--- config.mk ---
export PLATFORM = sky130hd
export DESIGN_NAME = zone_watering_sequencer_core
export DESIGN_NICKNAME = d
export VERILOG_FILES = /design/src/rtl/zws_pkg.sv /design/src/rtl/zone_watering_sequencer_core.sv
export SDC_FILE = /design/constraint.sdc
export NUM_CORES = 2
export LEC_CHECK = 0
export ABC_AREA = 1
export BUFFER_PORTS_ARGS = -buffer_cell sky130_fd_sc_hd__buf_2
export CAP_MARGIN = 20
export CORE_MARGIN = 5
export CORE_UTILIZATION = 41
export CTS_BUF_LIST = sky130_fd_sc_hd__clkbuf_4
export DETAILED_ROUTE_END_ITERATION = 10
export PLACE_DENSITY_LB_ADDON = 0.1
export SLEW_MARGIN = 20
export SYNTH_ARGS = -nofsm -noshare
export SYNTH_HDL_FRONTEND = slang
export SYNTH_SLANG_ARGS = --single-unit
--- constraint.sdc ---
create_clock -name clk -period 11.3 [get_ports clk]
set_input_delay 0.565 -clock clk [delete_from_list [all_inputs] [get_ports clk]]
set_output_delay 0.565 -clock clk [all_outputs]
set_load 0.05 [all_outputs]
--- src/rtl/zws_pkg.sv ---
// Shared types and constants for the zone watering sequencer.
// Self-contained; imported by zone_watering_sequencer_core.
`timescale 1ns / 1ps

package zws_pkg;

    localparam int TIME_W  = 40;
    localparam int SOD_W   = 17;
    localparam int DAY_W   = 3;
    localparam int DUR_W   = 16;
    localparam int CNT_W   = 3;
    localparam int MASK_W  = 4;
    localparam int NUM_DUR = 4;
    // run-relative offsets: three full slots plus gaps plus one duration
    localparam int OFF_W   = 18;
    localparam int CFG_W   = 17;
    localparam int IDX_W   = 3;

    localparam logic [TIME_W:0] RECYCLE_DELAY = (TIME_W + 1)'(120);
    localparam logic [SOD_W:0]  PRESTART      = (SOD_W + 1)'(120);

    localparam logic [IDX_W-1:0] CFG_START_DAY    = 3'd0;
    localparam logic [IDX_W-1:0] CFG_START_SECOND = 3'd1;
    localparam logic [IDX_W-1:0] CFG_ZONE_COUNT   = 3'd2;
    localparam logic [IDX_W-1:0] CFG_ZONE0_DUR    = 3'd3;
    localparam logic [IDX_W-1:0] CFG_ZONE1_DUR    = 3'd4;
    localparam logic [IDX_W-1:0] CFG_ZONE2_DUR    = 3'd5;
    localparam logic [IDX_W-1:0] CFG_ZONE3_DUR    = 3'd6;

    typedef enum logic [2:0] {
        PH_FREE  = 3'd0,
        PH_READY = 3'd1,
        PH_RUN   = 3'd2,
        PH_DONE  = 3'd3
    } phase_t;

endpackage

--- src/rtl/zone_watering_sequencer_core.sv ---
// Zone watering sequencer: weekly / manual run, back-to-back zone slots.
// Depends on zws_pkg for widths, register indexes and the slot phase type.
`timescale 1ns / 1ps

// Usage
//   Input channel (in_valid / in_stall) carries one tick item per second:
//   absolute time, second of day, weekday and a manual start request.
//   Output channel (out_valid / out_stall) returns one result item per tick:
//   zone on mask, started / completed masks, occupied slot count, drop flag.
//   Config port: cfg_write with cfg_index / cfg_data writes one register per
//   cycle; write only while no tick is in flight. Run-relative slot offsets
//   are registered from the duration registers in the cycle after a write.
//   Path: an accepted item is held in the input register, and its result
//   is loaded into the result register. Throughput: one item per cycle
//   while out_stall is low. The whole tick, the slot layout adds on the
//   registered offsets and the per-slot time compares, is one pass
//   between the input register and the result register; slot state updates
//   on the same edge the result register loads, so the next item sees it.
//   Stall: while a result waits under out_stall, one more item is held in
//   the input register; in_stall rises only when both are full.
//   Reset: all slots free, no run pending, all zones off, config registers
//   at zero, both channels empty.
module zone_watering_sequencer_core
    import zws_pkg::*;
#(
    parameter int ZONES = 4
)
(
    input  logic                 clk,
    input  logic                 rst_n,

    input  logic                 cfg_write,
    input  logic [IDX_W-1:0]     cfg_index,
    input  logic [CFG_W-1:0]     cfg_data,

    input  logic                 in_valid,
    output logic                 in_stall,
    input  logic [TIME_W-1:0]    now_seconds,
    input  logic [SOD_W-1:0]     second_of_day,
    input  logic [DAY_W-1:0]     weekday,
    input  logic                 manual_start,

    output logic                 out_valid,
    input  logic                 out_stall,
    output logic [MASK_W-1:0]    zone_on_mask,
    output logic [MASK_W-1:0]    started_mask,
    output logic [MASK_W-1:0]    completed_mask,
    output logic [CNT_W-1:0]     active_count,
    output logic                 request_dropped
);

    // only the first four slots can ever be laid out
    localparam int SLOTS = (ZONES < NUM_DUR) ? ZONES : NUM_DUR;

    // configuration
    logic [DAY_W-1:0]  start_day_reg;
    logic [SOD_W-1:0]  start_second_reg;
    logic [CNT_W-1:0]  zone_count_reg;
    logic [DUR_W-1:0]  dur_reg [NUM_DUR];

    // input register
    logic              s1_valid_reg;
    logic [TIME_W-1:0] s1_now_reg;
    logic [TIME_W-1:0] s1_sched_reg;
    logic [SOD_W-1:0]  s1_sod_reg;
    logic [DAY_W-1:0]  s1_dow_reg;
    logic              s1_manual_reg;

    // slot state
    phase_t            phase_reg  [SLOTS];
    phase_t            phase_next [SLOTS];
    logic [TIME_W-1:0] start_reg  [SLOTS];
    logic [TIME_W-1:0] start_next [SLOTS];
    logic [TIME_W-1:0] end_reg    [SLOTS];
    logic [TIME_W-1:0] end_next   [SLOTS];
    logic              pending_reg;
    logic              pending_next;
    logic [MASK_W-1:0] zone_on_reg;
    logic [MASK_W-1:0] zone_on_next;

    // result register
    logic              out_valid_reg;
    logic [MASK_W-1:0] started_reg;
    logic [MASK_W-1:0] completed_reg;
    logic [CNT_W-1:0]  active_reg;
    logic              dropped_reg;

    logic [OFF_W-1:0]  off_start_next [NUM_DUR];
    logic [OFF_W-1:0]  off_end_next   [NUM_DUR];
    logic [OFF_W-1:0]  off_start_reg  [NUM_DUR];
    logic [OFF_W-1:0]  off_end_reg    [NUM_DUR];
    logic [CNT_W-1:0]  usable;
    logic [TIME_W-1:0] sched_time;
    logic              out_free;
    logic              fire;
    logic              in_accept;
    logic [MASK_W-1:0] started;
    logic [MASK_W-1:0] completed;
    logic [CNT_W-1:0]  active;
    logic              dropped;

    assign out_free  = !out_valid_reg || !out_stall;
    assign fire      = s1_valid_reg && out_free;
    assign in_stall  = s1_valid_reg && !out_free;
    assign in_accept = in_valid && !in_stall;

    // scheduled run start on the current day, modulo 2^40
    assign sched_time = now_seconds - TIME_W'(second_of_day) + TIME_W'(start_second_reg);

    assign usable = (zone_count_reg > CNT_W'(SLOTS)) ? CNT_W'(SLOTS) : zone_count_reg;

    // run-relative slot offsets; depend on configuration only, so registered
    always_comb
    begin
        off_start_next[0] = '0;
        for (int k = 0; k < NUM_DUR; k++)
        begin
            off_end_next[k] = off_start_next[k] + OFF_W'(dur_reg[k]);
            if (k < NUM_DUR - 1)
            begin
                off_start_next[k + 1] = off_end_next[k] + OFF_W'(1);
            end
        end
    end

    always_comb
    begin
        logic              busy;
        logic              req;
        logic [TIME_W-1:0] req_time;
        phase_t            ph;

        phase_next   = phase_reg;
        start_next   = start_reg;
        end_next     = end_reg;
        pending_next = pending_reg;
        zone_on_next = zone_on_reg;
        started      = '0;
        completed    = '0;
        dropped      = 1'b0;
        active       = '0;
        req          = 1'b0;
        req_time     = s1_now_reg;
        busy         = 1'b0;

        for (int i = 0; i < SLOTS; i++)
        begin
            busy = busy | (phase_reg[i] != PH_FREE);
        end

        if (s1_manual_reg)
        begin
            req = 1'b1;
        end
        else if (s1_dow_reg == start_day_reg)
        begin
            if ((start_second_reg <= ({1'b0, s1_sod_reg} + PRESTART)) &&
                (start_second_reg >= s1_sod_reg) && !pending_reg)
            begin
                req          = 1'b1;
                req_time     = s1_sched_reg;
                pending_next = 1'b1;
            end
            if (start_second_reg <= s1_sod_reg)
            begin
                pending_next = 1'b0;
            end
        end

        if (req)
        begin
            if (busy)
            begin
                dropped = 1'b1;
            end
            else
            begin
                for (int i = 0; i < SLOTS; i++)
                begin
                    if (CNT_W'(i) < usable)
                    begin
                        start_next[i] = req_time + TIME_W'(off_start_reg[i]);
                        end_next[i]   = req_time + TIME_W'(off_end_reg[i]);
                        phase_next[i] = PH_READY;
                    end
                end
            end
        end

        // a slot advances at most one phase here; a slot laid out on this tick may also start on it
        for (int i = 0; i < SLOTS; i++)
        begin
            ph = phase_next[i];
            case (ph)
                PH_DONE:
                begin
                    // recycle compare does not wrap
                    if (({1'b0, end_next[i]} + RECYCLE_DELAY) <= {1'b0, s1_now_reg})
                    begin
                        ph = PH_FREE;
                    end
                end
                PH_RUN:
                begin
                    if (end_next[i] <= s1_now_reg)
                    begin
                        ph              = PH_DONE;
                        zone_on_next[i] = 1'b0;
                        completed[i]    = 1'b1;
                    end
                end
                PH_READY:
                begin
                    if (start_next[i] <= s1_now_reg)
                    begin
                        ph              = PH_RUN;
                        zone_on_next[i] = 1'b1;
                        started[i]      = 1'b1;
                    end
                end
                default:
                begin
                    ph = phase_next[i];
                end
            endcase
            phase_next[i] = ph;
            if (ph != PH_FREE)
            begin
                active = active + CNT_W'(1);
            end
        end
    end

    always_ff @(posedge clk or negedge rst_n)
    begin
        if (!rst_n)
        begin
            start_day_reg    <= '0;
            start_second_reg <= '0;
            zone_count_reg   <= '0;
            for (int k = 0; k < NUM_DUR; k++)
            begin
                dur_reg[k] <= '0;
            end
        end
        else if (cfg_write)
        begin
            case (cfg_index)
                CFG_START_DAY:    start_day_reg    <= cfg_data[DAY_W-1:0];
                CFG_START_SECOND: start_second_reg <= cfg_data[SOD_W-1:0];
                CFG_ZONE_COUNT:   zone_count_reg   <= cfg_data[CNT_W-1:0];
                CFG_ZONE0_DUR:    dur_reg[0]       <= cfg_data[DUR_W-1:0];
                CFG_ZONE1_DUR:    dur_reg[1]       <= cfg_data[DUR_W-1:0];
                CFG_ZONE2_DUR:    dur_reg[2]       <= cfg_data[DUR_W-1:0];
                CFG_ZONE3_DUR:    dur_reg[3]       <= cfg_data[DUR_W-1:0];
                default:          ;
            endcase
        end
    end

    // offsets are registered from the duration registers and update in the cycle
    // after a write; an item that reaches the slot logic before then uses the old layout
    always_ff @(posedge clk or negedge rst_n)
    begin
        if (!rst_n)
        begin
            for (int k = 0; k < NUM_DUR; k++)
            begin
                off_start_reg[k] <= '0;
                off_end_reg[k]   <= '0;
            end
        end
        else
        begin
            off_start_reg <= off_start_next;
            off_end_reg   <= off_end_next;
        end
    end

    // channel control and slot control state
    always_ff @(posedge clk or negedge rst_n)
    begin
        if (!rst_n)
        begin
            s1_valid_reg  <= 1'b0;
            out_valid_reg <= 1'b0;
            pending_reg   <= 1'b0;
            zone_on_reg   <= '0;
            for (int i = 0; i < SLOTS; i++)
            begin
                phase_reg[i] <= PH_FREE;
            end
        end
        else
        begin
            if (in_accept)
            begin
                s1_valid_reg <= 1'b1;
            end
            else if (fire)
            begin
                s1_valid_reg <= 1'b0;
            end

            if (fire)
            begin
                out_valid_reg <= 1'b1;
                pending_reg   <= pending_next;
                zone_on_reg   <= zone_on_next;
                phase_reg     <= phase_next;
            end
            else if (!out_stall)
            begin
                out_valid_reg <= 1'b0;
            end
        end
    end

    // payload registers
    always_ff @(posedge clk)
    begin
        if (in_accept)
        begin
            s1_now_reg    <= now_seconds;
            s1_sched_reg  <= sched_time;
            s1_sod_reg    <= second_of_day;
            s1_dow_reg    <= weekday;
            s1_manual_reg <= manual_start;
        end
        if (fire)
        begin
            start_reg     <= start_next;
            end_reg       <= end_next;
            started_reg   <= started;
            completed_reg <= completed;
            active_reg    <= active;
            dropped_reg   <= dropped;
        end
    end

    assign out_valid       = out_valid_reg;
    assign zone_on_mask    = zone_on_reg;
    assign started_mask    = started_reg;
    assign completed_mask  = completed_reg;
    assign active_count    = active_reg;
    assign request_dropped = dropped_reg;

    // a zone cannot start and complete on the same tick, and is off once complete
    a_mask_disjoint: assert property (@(posedge clk) disable iff (!rst_n)
        out_valid |-> (((started_mask & completed_mask) == '0) &&
                       ((zone_on_mask & completed_mask) == '0)))
        else $error("started/completed/zone_on masks overlap");

    // every watering zone holds an occupied slot
    a_on_within_active: assert property (@(posedge clk) disable iff (!rst_n)
        out_valid |-> ($countones(zone_on_mask) <= int'(active_count)))
        else $error("zone on without an occupied slot");

    a_active_bound: assert property (@(posedge clk) disable iff (!rst_n)
        out_valid |-> (int'(active_count) <= SLOTS))
        else $error("active count exceeds slot count");

    // input side backs up only when the input and result registers are full and out_stall is high
    a_stall_cause: assert property (@(posedge clk) disable iff (!rst_n)
        in_stall |-> (s1_valid_reg && out_valid_reg && out_stall))
        else $error("input stalled without a held item");

endmodule
==> summary.txt <==
Floorplan
  – IO Pins: roughly 100
  – Starting Density: 41.3%
  – Die area: 0.140 mm²
  – Core footprint: about 0.13 mm²
  – Die Wd: between 300 and 400 µm
  – Die Y: 374 µm
  – Number of core rows: about 130

Timing
  – Final setup TNS: 0 ns
  – Maximum clock rate: 96.4 MHz
  – Final Hold Vio Count: 0
  – WHS: approximately 0.15 ns
  – Max-slew violation count: 0
  – Final worst path period need: approximately 10 ns
  – Slew HR: between 10% and 20%
  – Final period util: approximately nine tenths
  – Setup Viol. Count Final: 0
  – Skew final: between 0.08 and 0.09 ns
  – Setup WS post-layout: about 0.92 ns
  – Slew @ Worst Pin: 1.19 ns

Place
  – Post-DP HPWL: 149000 µm
  – Place WS: just under 0.3 ns
  – Port-buffer cells: a little over 100
  – Placed Cells: ~8400
  – GPL Wtd Cong: 0.955

Power and ir drop
  – Tot Pwr: approximately 12 mW
  – Leak: just under 30 nW
  – Power Dens Cells: approximately 190 mW/mm²
  – VDD IR max: approximately 120 µV

Logic synthesis
  – Largest area contributor in the netlist: edfxtp_1
  – Adder-Cell Fraction of Synth Area: 17.6%
  – Simple-Gate Fraction of Synth Area: about 22%
  – Sequential-to-total area share from yosys stat: 34.4%
  – Post-synthesis xor/xnor area fraction: about 6.7%
  – Distinct cells, synth: 81
  – Post-synth EDFFs: approximately 430
  – Synthesized cell area: 0.0544 mm²
  – Multiplexer share of the synthesized area: 0.462%
  – Ys flop type: edfxtp_1
  – Syn Inst Count: 6599
  – Syn_area_per_cell: between 8 and 9 µm²
  – Syn Nets: 7433
  – Syn. warnings: 0
  – Compound-Gate Fraction of Synth Area: about an eighth
  – Yosys reg bits: roughly 660
  – Largest family of logic cells by synthesized area: simple AND/OR/NAND/NOR gates
  – Async SR Flop Fraction: 34.6%
  – Synth area leaders: edfxtp_1 (24%), ha_1 (17%), dfrtp_1 (11%)
  – Synth top area share: 23.9%

Routing
  – Iter 0 DRT Violations: between 3000 and 4000
  – Via count: approximately 48000
  – Met2 Wirelength: 86500 µm
  – DRC: 0
  – Wire length on met3: about 11000 µm
  – DRT Pass-1 Iters: 7
  – DR top layer: met5
  – Routed len/inst: 21.3 µm
  – Wl on met1: around 86000 µm
  – Post-DRT Antenna Nets: 0
  – Average vias per placed instance: around 5.3
  – Final WL: 191000 µm

Critical path
  – Startpoint types: flip-flop
  – WP data arrival: between 10 and 15 ns
  – CP dominant cell by count: nand2_1
  – Crit-path max cell delay: ~0.57 ns
  – WP data required: between 10 and 15 ns
  – Critical path fanouts, max: 36
  – Crit Path Class: flip-flop to flip-flop
  – Slowest cell on the critical path: nor4_2
  – Crit end category: flip-flop

Layout
  – Share of layout cells above drive strength 1: 11.6%
  – Final #Nets: around 7800
  – Final instance count without filler cells: 8943
  – Area Overhead vs Synth: 12.7%

Global routing
  – Pin count of the biggest net entering global routing: approximately 120
  – Vias in the first global route: ~47000
  – Gr usage total: 26.6%
  – Global route overflow: 0
  – Antenna violations before repair: 6
  – First-pass GRT wire length: 283000 µm

Worst hold path
  – Hold WC Path Type: primary input to flip-flop

CTS
  – CTS H-tree depth: 4
  – CTS tree: done
  – CTS max path bufs: 3
  – Worst skew pair latency: between 1 and 1.5 ns
  – Clock root buffer: clkbuf_4
  – # clock sinks: roughly 660
  – Worst-path clk slew: 0.06 ns
  – Clock buffer count from CTS: 200

Flow run
  – Max cap viols: 0

Outcome
  – Status: finished, final reports clean
what timing repair did:
item                                    4_1_cts  5_1_grt
hold buffers                                130        0
setup buffers                                 0        5
resized for setup                             0       22
endpoints found under the setup margin        0        5
endpoints found under the hold margin       302        0
final timing paths:
kind                            slack (ns)  cells past startpoint             from         endpoint
worst max-delay path                  0.92                     64    s1_sod_reg[5]  active_count[2]
worst min-delay path                  0.15                      2  now_seconds[34]   s1_now_reg[34]
worst max register to register        0.92                     64    s1_sod_reg[5]  active_count[2]
worst min register to register        0.38                      0     phase_reg[5]     phase_reg[5]
max in group asynchronous             9.63                      4            rst_n     phase_reg[6]
min in group asynchronous             0.48                      3            rst_n      dur_reg[37]
synth_stat cells, types with 12 or more instances:
cell / n
a21boi_0: 12
o21ai_2: 20
o21a_1: 39
dfrtp_1: 229
nand2_2: 41
nand3_1: 228
xnor2_1: 109
a21o_1: 16
nand4_1: 112
nand3_2: 15
nor2_1: 426
o221ai_1: 16
o211ai_1: 18
buf_6: 15
inv_1: 852
ha_1: 721
o21bai_1: 26
xor2_1: 308
nand2_4: 24
fa_1: 27
a21oi_1: 465
nand2_1: 1505
buf_2: 16
nor2_2: 36
o21ai_0: 359
nor2_4: 17
o21ai_1: 28
nor4_1: 25
nand3b_1: 20
or2_2: 50
inv_2: 32
mux2i_1: 24
a211oi_1: 39
clkbuf_1: 56
edfxtp_1: 433
nor3_1: 73
logic make-up after synthesis:
| kind of cell | count (synthesis) |
|---|---|
| AND/OR/NAND/NOR | 2628 |
| XOR/XNOR | 417 |
| flip-flops | 662 |
| multiplexers | 25 |
| buffers and inverters | 1004 |
| AO/OA/AOI/OAI | 1115 |
| adder cells (fa/ha/maj) | 748 |
power breakdown:
part           switching (mW)  internal [mW]
registers               0.238           3.21
clock network            1.21           1.34
logic                    3.82           2.03
total                    5.27           6.58
stage by stage:
| stage | utilization [%] | cell area, µm² |
|---|---|---|
| 2_1_floorplan | - | 54400 |
| 3_3_place_gp | 43.4 | 57100 |
| 3_5_place_dp | 43.4 | 57100 |
| 4_1_cts | 46.5 | 61200 |
| 5_1_grt | 46.6 | 61300 |
| 6_report | 46.6 | 61300 |
final cells by class:
class / count / area (µm²)
Inverter: 898 / 3400
Clock buffer: 307 / 2300
Tap cell: 1755 / 2200
Clock inverter: 60 / 404
Sequential cell: 662 / 18700
Fill cell: 13100 / 70300
Timing Repair Buffer: 315 / 2480
Multi-Input combinational cell: 4933 / 31800
Antenna cell: 13 / 32.5
layer usage:
metal	global-route usage, %	vias to the layer above
met4	10.1	2
li1	-	23200
met2	43.3	1380
met5	0	-
met1	35.8	22700
met3	3.94	315
worst max-delay path: cells and delay by family, from the launching register on:
family                   cells  cell delay [ns]
AND/OR/NAND/NOR             41             5.54
adder cells (fa/ha/maj)      5             1.42
buffers and inverters        9             1.31
AO/OA/AOI/OAI                7             1.14
flip-flops                   1             0.39
XOR/XNOR                     2             0.29
cells in the final DEF, fill, tap and decap left out, types with 43 or more instances in the layout:
| master | count |
|---|---|
| a21oi_1 | 464 |
| xor2_1 | 308 |
| ha_1 | 721 |
| nand2_1 | 1503 |
| nor3_1 | 73 |
| or2_2 | 50 |
| nor2_1 | 422 |
| buf_4 | 80 |
| edfxtp_1 | 433 |
| dlygate4sd3_1 | 129 |
| xnor2_1 | 109 |
| nand4_1 | 112 |
| inv_1 | 849 |
| nand3_1 | 227 |
| o21ai_0 | 352 |
| clkbuf_4 | 307 |
| clkinv_1 | 49 |
| buf_2 | 102 |
| dfrtp_1 | 229 |
| nand2_2 | 43 |
Note: power is estimated with default switching activity, not from simulation.
